<file path="src/design/rdmm_pkg.sv">
// rdmm_pkg: shared types and constants for the reversible min/max deque
// holds the operation and status codes, the beat structs and the control states
// no dependencies
package rdmm_pkg;

   localparam int DEPTH_DEFAULT = 64;
   localparam int WORD_W        = 32;
   localparam int COUNT_W       = 7;

   typedef enum logic [2:0] {
      OP_PUSH_BACK  = 3'd0,
      OP_PUSH_FRONT = 3'd1,
      OP_POP_BACK   = 3'd2,
      OP_POP_FRONT  = 3'd3,
      OP_REVERSE    = 3'd4,
      OP_QUERY      = 3'd5
   } op_type;

   typedef enum logic [1:0] {
      ST_DONE       = 2'd0,
      ST_FULL       = 2'd1,
      ST_EMPTY      = 2'd2
   } status_type;

   typedef enum logic [1:0] {
      S_IDLE,
      S_SCAN,
      S_RESP
   } state_type;

   typedef struct packed {
      logic [2:0]               operation;
      logic signed [WORD_W-1:0] value;
   } req_type;

   typedef struct packed {
      logic signed [WORD_W-1:0] front_value;
      logic signed [WORD_W-1:0] back_value;
      logic [COUNT_W-1:0]       count;
      logic signed [WORD_W-1:0] largest;
      logic signed [WORD_W-1:0] smallest;
      logic                     is_empty;
      logic [1:0]               status;
   } rsp_type;

endpackage

</file>
<file path="src/design/rdmm_ram.sv">
// rdmm_ram: generic simple dual-port ram, one write port, one registered read port
// no dependencies
module rdmm_ram #(
   parameter int WIDTH = 32,
   parameter int DEPTH = 64
) (
   input  logic                     clock,
   input  logic                     wr_en,
   input  logic [$clog2(DEPTH)-1:0] wr_addr,
   input  logic [WIDTH-1:0]         wr_data,
   input  logic [$clog2(DEPTH)-1:0] rd_addr,
   output logic [WIDTH-1:0]         rd_data
);

   logic [WIDTH-1:0] mem [DEPTH];
   logic [WIDTH-1:0] rd_data_ff;

   always_ff @(posedge clock) begin
      if (wr_en) begin
         mem[wr_addr] <= wr_data;
      end
      rd_data_ff <= mem[rd_addr];
   end

   assign rd_data = rd_data_ff;

endmodule

</file>
<file path="src/design/reversible_deque_min_max_top.sv">
// reversible_deque_min_max_top: bounded deque of signed words in a ring buffer with min/max
// depends on rdmm_pkg and rdmm_ram
//
//   channel   direction   beat type            handshake
//   req_      in          rdmm_pkg::req_type   req_valid / req_stall
//   rsp_      out         rdmm_pkg::rsp_type   rsp_valid / rsp_stall
//
// one request beat at a time; a push or pop that leaves words stored rescans all stored words
// before the response, and the rescan reads one stored word per cycle
// reverse, query, rejected beats and a pop that empties the queue skip the rescan
// reset clears pointers, count, reverse flag and min/max; ram contents are not cleared
// req_stall is high from accept until the response is loaded into the output register;
// a stalled response holds while the next request is already being taken
module reversible_deque_min_max_top #(
   parameter int DEPTH = rdmm_pkg::DEPTH_DEFAULT
) (
   input  logic              clock,
   input  logic              reset,
   input  logic              req_valid,
   output logic              req_stall,
   input  rdmm_pkg::req_type req_payload,
   output logic              rsp_valid,
   input  logic              rsp_stall,
   output rdmm_pkg::rsp_type rsp_payload
);

   localparam int AW = (DEPTH > 1) ? $clog2(DEPTH) : 1;
   localparam int CW = $clog2(DEPTH + 1);
   localparam int WW = rdmm_pkg::WORD_W;

   function automatic logic [AW-1:0] wrap_add(input logic [AW-1:0] a, input logic [AW-1:0] b);
      logic [AW:0] sum;
      sum = {1'b0, a} + {1'b0, b};
      if (sum >= (AW+1)'(DEPTH)) begin
         sum = sum - (AW+1)'(DEPTH);
      end
      return sum[AW-1:0];
   endfunction

   rdmm_pkg::state_type state_ff, state_in;
   logic [AW-1:0]       head_ff, head_in;
   logic [CW-1:0]       count_ff, count_in;
   logic                rev_ff, rev_in;
   logic [1:0]          status_ff, status_in;
   logic signed [WW-1:0] max_ff, max_in, min_ff, min_in;
   logic signed [WW-1:0] hword_ff, hword_in, tword_ff, tword_in;
   logic [CW-1:0]       idx_ff, idx_in;
   logic                pend_ff, pend_in;
   logic [CW-1:0]       off_ff, off_in;
   rdmm_pkg::rsp_type   rsp_ff, rsp_in;
   logic                rsp_valid_ff, rsp_valid_in;

   logic                wr_en;
   logic [AW-1:0]       wr_addr;
   logic [WW-1:0]       wr_data;
   logic [AW-1:0]       rd_addr;
   logic [WW-1:0]       rd_data;

   logic                accept, full, empty, at_head, issue;
   logic [AW-1:0]       head_dec, head_inc;
   logic signed [WW-1:0] rd_word;

   rdmm_ram #(
      .WIDTH (WW),
      .DEPTH (DEPTH)
   ) u_entries (
      .clock   (clock),
      .wr_en   (wr_en),
      .wr_addr (wr_addr),
      .wr_data (wr_data),
      .rd_addr (rd_addr),
      .rd_data (rd_data)
   );

   assign req_stall = (state_ff != rdmm_pkg::S_IDLE);
   assign accept    = req_valid && !req_stall;
   assign full      = (count_ff == CW'(DEPTH));
   assign empty     = (count_ff == '0);
   assign head_dec  = (head_ff == '0) ? AW'(DEPTH - 1) : head_ff - AW'(1);
   assign head_inc  = (head_ff == AW'(DEPTH - 1)) ? '0 : head_ff + AW'(1);
   assign rd_addr   = wrap_add(head_ff, idx_ff[AW-1:0]);
   assign rd_word   = $signed(rd_data);
   assign wr_data   = req_payload.value;

   always_comb begin
      state_in     = state_ff;
      head_in      = head_ff;
      count_in     = count_ff;
      rev_in       = rev_ff;
      status_in    = status_ff;
      max_in       = max_ff;
      min_in       = min_ff;
      hword_in     = hword_ff;
      tword_in     = tword_ff;
      idx_in       = idx_ff;
      pend_in      = 1'b0;
      off_in       = idx_ff;
      rsp_in       = rsp_ff;
      rsp_valid_in = rsp_valid_ff && rsp_stall;
      wr_en        = 1'b0;
      wr_addr      = wrap_add(head_ff, count_ff[AW-1:0]);
      at_head      = 1'b0;
      issue        = 1'b0;

      case (state_ff)
         rdmm_pkg::S_IDLE: begin
            if (accept) begin
               status_in = rdmm_pkg::ST_DONE;
               idx_in    = '0;
               state_in  = rdmm_pkg::S_RESP;
               case (req_payload.operation)
                  rdmm_pkg::OP_PUSH_BACK, rdmm_pkg::OP_PUSH_FRONT: begin
                     at_head = (req_payload.operation == rdmm_pkg::OP_PUSH_BACK) ? rev_ff
                                                                                 : !rev_ff;
                     if (full) begin
                        status_in = rdmm_pkg::ST_FULL;
                     end else begin
                        wr_en    = 1'b1;
                        count_in = count_ff + CW'(1);
                        state_in = rdmm_pkg::S_SCAN;
                        if (at_head) begin
                           wr_addr = head_dec;
                           head_in = head_dec;
                        end
                     end
                  end
                  rdmm_pkg::OP_POP_BACK, rdmm_pkg::OP_POP_FRONT: begin
                     at_head = (req_payload.operation == rdmm_pkg::OP_POP_BACK) ? rev_ff
                                                                                : !rev_ff;
                     if (empty) begin
                        status_in = rdmm_pkg::ST_EMPTY;
                     end else begin
                        count_in = count_ff - CW'(1);
                        if (at_head) begin
                           head_in = head_inc;
                        end
                        if (count_ff == CW'(1)) begin
                           max_in   = '0;
                           min_in   = '0;
                           hword_in = '0;
                           tword_in = '0;
                        end else begin
                           state_in = rdmm_pkg::S_SCAN;
                        end
                     end
                  end
                  rdmm_pkg::OP_REVERSE: begin
                     rev_in = !rev_ff;
                  end
                  default: begin
                  end
               endcase
            end
         end

         rdmm_pkg::S_SCAN: begin
            issue   = (idx_ff < count_ff);
            pend_in = issue;
            off_in  = idx_ff;
            if (issue) begin
               idx_in = idx_ff + CW'(1);
            end
            if (pend_ff) begin
               if (off_ff == '0) begin
                  max_in   = rd_word;
                  min_in   = rd_word;
                  hword_in = rd_word;
               end else begin
                  if (rd_word > max_ff) max_in = rd_word;
                  if (rd_word < min_ff) min_in = rd_word;
               end
               if (off_ff == count_ff - CW'(1)) begin
                  tword_in = rd_word;
               end
            end
            if (!issue && !pend_ff) begin
               state_in = rdmm_pkg::S_RESP;
            end
         end

         rdmm_pkg::S_RESP: begin
            if (!rsp_valid_ff || !rsp_stall) begin
               rsp_in.front_value = rev_ff ? tword_ff : hword_ff;
               rsp_in.back_value  = rev_ff ? hword_ff : tword_ff;
               rsp_in.count       = rdmm_pkg::COUNT_W'(count_ff);
               rsp_in.largest     = max_ff;
               rsp_in.smallest    = min_ff;
               rsp_in.is_empty    = empty;
               rsp_in.status      = status_ff;
               rsp_valid_in       = 1'b1;
               state_in           = rdmm_pkg::S_IDLE;
            end
         end

         default: begin
            state_in = rdmm_pkg::S_IDLE;
         end
      endcase
   end

   always_ff @(posedge clock) begin
      if (reset) begin
         state_ff     <= rdmm_pkg::S_IDLE;
         head_ff      <= '0;
         count_ff     <= '0;
         rev_ff       <= 1'b0;
         max_ff       <= '0;
         min_ff       <= '0;
         hword_ff     <= '0;
         tword_ff     <= '0;
         pend_ff      <= 1'b0;
         rsp_valid_ff <= 1'b0;
      end else begin
         state_ff     <= state_in;
         head_ff      <= head_in;
         count_ff     <= count_in;
         rev_ff       <= rev_in;
         max_ff       <= max_in;
         min_ff       <= min_in;
         hword_ff     <= hword_in;
         tword_ff     <= tword_in;
         pend_ff      <= pend_in;
         rsp_valid_ff <= rsp_valid_in;
      end
   end

   always_ff @(posedge clock) begin
      status_ff <= status_in;
      idx_ff    <= idx_in;
      off_ff    <= off_in;
      rsp_ff    <= rsp_in;
   end

   assign rsp_valid   = rsp_valid_ff;
   assign rsp_payload = rsp_ff;

endmodule
</file>
<file path="config.mk">
export PLATFORM = sky130hd
export DESIGN_NAME = reversible_deque_min_max_top
export DESIGN_NICKNAME = d
export VERILOG_FILES = /design/src/design/rdmm_pkg.sv /design/src/design/rdmm_ram.sv /design/src/design/reversible_deque_min_max_top.sv
export SDC_FILE = /design/constraint.sdc
export NUM_CORES = 2
export LEC_CHECK = 0
export BUFFER_PORTS_ARGS = -buffer_cell sky130_fd_sc_hd__buf_4
export CAP_MARGIN = 20
export CORE_MARGIN = 1
export CORE_UTILIZATION = 35
export CTS_CLUSTER_SIZE = 30
export DETAILED_ROUTE_END_ITERATION = 7
export GPL_ROUTABILITY_DRIVEN = 0
export PLACE_DENSITY = 0.57
export REMOVE_ABC_BUFFERS = 1
export SLEW_MARGIN = 25
export SYNTH_ARGS = -nofsm -noshare
export SYNTH_HDL_FRONTEND = slang
export SYNTH_SLANG_ARGS = --single-unit
</file>
<file path="constraint.sdc">
create_clock -name clock -period 19.6 [get_ports clock]
set_input_delay 0.98 -clock clock [delete_from_list [all_inputs] [get_ports clock]]
set_output_delay 0.98 -clock clock [all_outputs]
set_load 0.01 [all_outputs]
</file>
After elaboration in Yosys (flattened, before gate mapping)
Memories as Yosys holds them, arrays and structs flattened. A register that Yosys moved wholly into a read port is not among the register bits.
Cells that the tools add are included.
W data, S select, Z words.
{ "totals": {"reg_bits": 300, "ramBits": 2048, "input_bits": 39, "output_inout_bits": 140, "wordCells": 155, "n_memories": 1} }
{ "classes": {"n_addsub": 9, "order_cmp": 5, "n_eq_ne": 26, "mux": 61, "bitwise_logic": 1, "reduce_logical": 32} }
{ "mem_list": {"columns": ["memory", "words", "word_bits", "rd", "rd_ports_with_merged_regs", "write_ports", "line", "source"], "rows": [
  ["u_entries.mem", 64, 32, 1, 1, 1, "rdmm_ram.sv:15", "logic [WIDTH-1:0] mem [DEPTH];"]
]} }
{ "ops": {"columns": ["op", "count"], "rows": [
  ["$mux W32", 16],
  ["$pmux W32 S2", 4],
  ["$mux W6", 13],
  ["$reduce_and A7 Y1", 5],
  ["$gt A32 B32 Y1", 1],
  ["$lt A32 B32 Y1", 1],
  ["$mux W7", 4],
  ["$pmux W7 S2", 2],
  ["$ne A2 B2 Y1 const B", 13],
  ["$sub A6 B1 Y6 const B", 3],
  ["$add A6 B6 Y7", 2],
  ["$add A7 B1 Y7 const B", 2],
  ["$ge A7 B7 Y1 const B", 2],
  ["$logic_not A7 Y1", 2],
  ["$mux W2", 7],
  ["$pmux W6 S2", 1],
  ["$mux W1", 11],
  ["$reduce_and A3 Y1", 3],
  ["$pmux W2 S2", 2],
  ["$eq A7 B1 Y1 const B", 1],
  ["$eq A7 B7 Y1", 1],
  ["$eq A7 B7 Y1 const B", 1],
  ["$lt A7 B7 Y1", 1],
  ["$sub A7 B1 Y7 const B", 1],
  ["21 further kinds", 35]
]} }

Logic depth before layout (Yosys ltp)
{ "logic_depth": {"ltp_word": 8, "ltp_mapped": 11, "ltp_nobuf": 10} }

Modules after synthesis
From an unflattened synthesis, not the netlist that was laid out.
{ "hier_totals": {"cells_unflattened": 4693, "area_unflattened_um2": 92600.1} }
{ "by_module_without_submodules": {"columns": ["module", "n_inst", "cells_each", "area_per_inst_um2", "seq_area_each_um2"], "rows": [
  ["rdmm_ram", 1, 3511, 79039.6, 62139.6],
  ["reversible_deque_min_max_top", 1, 1182, 13560.5, 7477.2]
]} }

Least setup slack after synthesis
Ideal clock, no wire load.
{ "synth_path": {"kind": "input-to-reg", "start": "input rsp_stall", "end": "register rsp_ff (netlist bit rsp_payload[0]) (enable)", "setup_time_ns": 0.682, "t_arrival_ns": 7.472, "t_required_ns": 18.918, "slack_ns": 11.446, "stages": 1, "path_buffers": 0, "path_cell_list": "a21oi_1"} }
{ "synth_between": {"elab_chain_len": 3} }
{ "synth_lines": {"columns": ["element", "line", "source"], "rows": [
  ["start, declared", "reversible_deque_min_max_top.sv:23", "input logic rsp_stall,"],
  ["$logic_not A1 Y1", "reversible_deque_min_max_top.sv:182", "if (!rsp_valid_ff || !rsp_stall) begin"],
  ["$logic_or A1 B1 Y1", "reversible_deque_min_max_top.sv:182", null],
  ["$reduce_and A2 Y1 (no source line)", null, null],
  ["end signal, assigned", "reversible_deque_min_max_top.sv:231", "rsp_ff <= rsp_in;"],
  ["end, declared", "reversible_deque_min_max_top.sv:50", "rdmm_pkg::rsp_type rsp_ff, rsp_in;"]
]} }
No other way between the ends.
A chain may end at the register's enable or synchronous reset.

Final worst setup path
{ "layout_path": {"start": "register idx_ff[0]", "end": "register u_entries.rd_data_ff[14] (netlist: u_entries.rd_data[14]), read port of u_entries.mem"} }
{ "layout_between": {"elab_chain_len": 3, "elab_cells_between_ends": 4, "classes_between": "add/sub (2); order compare (1); mux (1)"} }
{ "layout_lines": {"columns": ["element", "line", "source"], "rows": [
  ["start, declared", "reversible_deque_min_max_top.sv:47", "logic [CW-1:0] idx_ff, idx_in;"],
  ["start signal, assigned", "reversible_deque_min_max_top.sv:229", "idx_ff <= idx_in;"],
  ["$add A6 B6 Y7 *", "reversible_deque_min_max_top.sv:33", "sum = {1'b0, a} + {1'b0, b};"],
  ["$sub A6 B1 Y6 or $ge A7 B7 Y1 (tied branches)", "reversible_deque_min_max_top.sv:35, reversible_deque_min_max_top.sv:34", null],
  ["$mux W6 *", "reversible_deque_min_max_top.sv:34", "if (sum >= (AW+1)'(DEPTH)) begin"],
  ["end, declared", "rdmm_ram.sv:16", "logic [WIDTH-1:0] rd_data_ff;"]
]} }
Mark *: on every way between the ends. The rest lies on a longest branch, timed or not.

==> flow_summary.json <==
{
  "crit_slowest_cell": "fa_4",
  "r2r_start": "idx_ff[0]",
  "rr_worst_depth": 9,
  "cellLeakagePower_nw": 33.14,
  "grt_pass1_vias": 44970,
  "hold_buffers": 0,
  "whs_ns": 0.3714,
  "fin_nets": 4780,
  "cp_cell_sequence": "ha_4 -> fa_4 -> buf_4 -> buf_4 -> mux4_2 -> mux4_2 -> nor2b_1 -> a211oi_1 -> a21oi_1",
  "r2r_end": "u_entries.rd_data[14]",
  "synth_seq_cells": 2380,
  "end_kind": "register",
  "initial_core_util_pct": 35.21,
  "grt_use_total_pct": 17.73,
  "overflow": 0,
  "cts_buffers": 238,
  "ant_nets": 0,
  "die_h_um": 515.7,
  "worstSetupStartpointType": "register",
  "cts_resized": 0,
  "synth_edf_count": 2195,
  "final_common_cell": "edfxtp_1",
  "root_buffer": "clkbuf_16",
  "port_buffers": 178,
  "max_slew_margin_pct": 24.08,
  "worstHoldEndpoint": "rsp_payload[59]",
  "outcome": "complete, no violations",
  "fin_area_mm2": 0.1065,
  "drc_errors": 0,
  "num_vias": 44600,
  "setup_viol": 0,
  "final_max_slew_viol_count": 0,
  "htreeDepth": 4,
  "cts_tree": "done",
  "ys.flop_type": "edfxtp_1",
  "coreArea_mm2": 0.2623,
  "grt_max_degree": 134,
  "synth-seq-area-share_pct": 75.38,
  "synthArstFlopShare_pct": 0,
  "drt_iter0_drc": 4474,
  "syn_area_per_cell_um2": 21.22,
  "power.density_mw_per_mm2": 112.2,
  "hold_path.class": "register to register",
  "min_from": "max_ff[24]",
  "syn_inst": 4352,
  "rsz0062_at_grt": "false",
  "area_growth_pct": 15.32,
  "fin_worst_skew_ns": 0.08553,
  "ys_warn_count": 0,
  "cp.required_ns": 20.25,
  "placementRows": 188,
  "fp.dieArea_mm2": 0.2659,
  "hold-path-cell-count": 0,
  "critical_path_class": "register to register",
  "firstDrtPassIters": 7,
  "hold_violations": 0,
  "ir_drop_mv": 0.09593,
  "num-fill-cells": 22910,
  "finalSetupTns_ns": 0,
  "fin_util_pct": 40.61,
  "cts_setup_buffers": 0,
  "wl_per_cell_um": 28.14,
  "clock_latency_ns": 0.88,
  "clk_path_buf_depth": 3,
  "critPathArrivalTime_ns": 6.61,
  "cp_max_fo": 47,
  "worst_pin_slew_ns": 1.132,
  "critPathBufInv": 2,
  "syn_area_mm2": 0.09236,
  "finalPower_mw": 11.95,
  "multiInputGateArea_mm2": 0.02214,
  "slowest_delay_ns": 1.31,
  "clkTransAtPathRegs_ns": 0.06,
  "reg2reg_slack_ns": 13.65,
  "period_share_pct": 30.36,
  "period_needed_ns": 5.951,
  "antenna_found_initial": 11,
  "ys_types": 68,
  "max_freq_mhz": 168.1,
  "seq_area_mm2": 0.06962,
  "drive_gt1_share_pct": 29.63,
  "drt_wl_total_um": 235800,
  "dp_hpwl_um": 127700,
  "maxCapViolations": 0,
  "grt_pass1_wl_um": 336300,
  "die_w_um": 515.7,
  "final_cell_mix": "edfxtp_1 (2,195), mux4_2 (640), buf_4 (282)",
  "viasPerCell": 5.321,
  "ios": 179,
  "dpl-instance-area_mm2": 0.09867,
  "critPathTopFamily": "adder cells",
  "cts_sinks": 2380
}
-- sequential cells by signal, indices dropped and copies added (netlist names) --
register	cells
max_ff	32
u_entries.mem	2048
status_ff	2
state_ff	2
pend_ff	1
head_ff	6
count_ff	7
rev_ff	1
hword_ff	32
rsp_valid	1
idx_ff	7
tword_ff	32
off_ff	7
rsp_payload	138
min_ff	32
u_entries.rd_data	32
-- kinds of logic (layout without fill, tap and decap cells) --
| kind of cell | Yosys count | count (layout) | share of synthesized area (%) |
|---|---|---|---|
| AO/OA/AOI/OAI | 295 | 295 | 2.016 |
| adder cells (fa/ha/maj) | 89 | 89 | 1.222 |
| XOR/XNOR | 34 | 34 | 0.3224 |
| buffers and inverters | 307 | 819 | 1.288 |
| other | 0 | 2 | 0 |
| multiplexers | 784 | 784 | 17.34 |
| AND/OR/NAND/NOR | 463 | 463 | 2.434 |
| flip-flops | 2380 | 2380 | 75.38 |
-- routing by layer --
metal  global-route usage (%)  part of all wire [%]  wire (um)
met3                    4.078                   8.0      18870
met2                    28.27                    48     112600
met1                    24.64                    42      99980
met4                    3.990                   1.8       4357
met5                        0                     0          0
-- Yosys cell counts (3+ instances only) --
| library cell | number | area share [%] |
|---|---|---|
| xor2_1 | 9 | 0.085 |
| a31o_2 | 3 | 0.028 |
| a22o_1 | 33 | 0.31 |
| nor2b_1 | 42 | 0.28 |
| mux2_4 | 16 | 0.26 |
| and4_1 | 4 | 0.038 |
| xnor2_1 | 25 | 0.24 |
| buf_2 | 17 | 0.092 |
| ha_1 | 87 | 1.2 |
| or3_1 | 17 | 0.12 |
| buf_1 | 52 | 0.21 |
| nand3_1 | 36 | 0.20 |
| a211oi_1 | 34 | 0.28 |
| mux2i_1 | 63 | 0.68 |
| nor2_1 | 197 | 0.80 |
| and2_1 | 16 | 0.11 |
| dfxtp_1 | 185 | 4.0 |
| o21bai_1 | 3 | 0.024 |
| mux2_2 | 65 | 0.79 |
| a2111oi_0 | 3 | 0.028 |
| o211ai_1 | 3 | 0.024 |
| a21oi_1 | 137 | 0.74 |
| nor3_1 | 15 | 0.081 |
| nand2_1 | 61 | 0.25 |
| nand2b_1 | 33 | 0.22 |
| a21o_1 | 11 | 0.089 |
| and3_1 | 8 | 0.054 |
| edfxtp_1 | 2195 | 71 |
| mux4_2 | 640 | 16 |
| nor4_1 | 5 | 0.034 |
| nand4_1 | 12 | 0.081 |
| a31oi_1 | 4 | 0.027 |
| clkbuf_1 | 157 | 0.64 |
| nor3b_1 | 3 | 0.024 |
| o21ai_0 | 40 | 0.22 |
| inv_1 | 78 | 0.32 |
| o22ai_1 | 4 | 0.027 |
-- worst register-to-register path, delay by kind of cell (launching register included) --
kind            cells  cell delay (ns)
simple gates        1             0.15
mux                 2             0.99
buf+inv             2             1.37
flops               1             0.49
fa+ha+maj           2             1.53
compound gates      2             1.19
-- worst max-delay path by stage --
stage	start	end	slack [ns]	cells past startpoint
2_1_floorplan	head_ff[0]	u_entries.rd_data[0]	-1.85	6
3_3_place_gp	idx_ff[0]	u_entries.rd_data[2]	13.49	9
3_5_place_dp	idx_ff[0]	u_entries.rd_data[14]	13.67	9
4_1_cts	idx_ff[0]	u_entries.rd_data[14]	13.65	9
5_1_grt	idx_ff[0]	u_entries.rd_data[14]	13.53	9
6_report	idx_ff[0]	u_entries.rd_data[14]	13.65	9
-- cell type report --
class,instances,share of cell area [%]
Sequential cell,2380,65.36
Multi-Input combinational cell,1665,20.78
Clock buffer,331,6.118
Tap cell,3515,4.129
Timing Repair Buffer,289,2.118
Clock inverter,121,1.209
Inverter,78,0.2749
Antenna cell,2,0.004699
-- report_power, final --
part | internal [mW] | total, mW | switching [mW]
clock | 2.57 | 4.51 | 1.95
sequential | 5.62 | 5.79 | 0.165
combinational | 0.750 | 1.66 | 0.908
total | 8.94 | 12.0 | 3.02
-- stage by stage --
| step | std cells | setup WS [ns] |
|---|---|---|
| after detailed placement | 7926 | 13.67 |
| final | 8381 | 13.65 |
| after CTS | 8378 | 13.65 |
| after global placement | 7925 | 13.49 |
| after global routing | 8380 | 13.53 |
| after floorplan | 4123 | -1.852 |
Note: power is estimated with default switching activity, not from simulation.
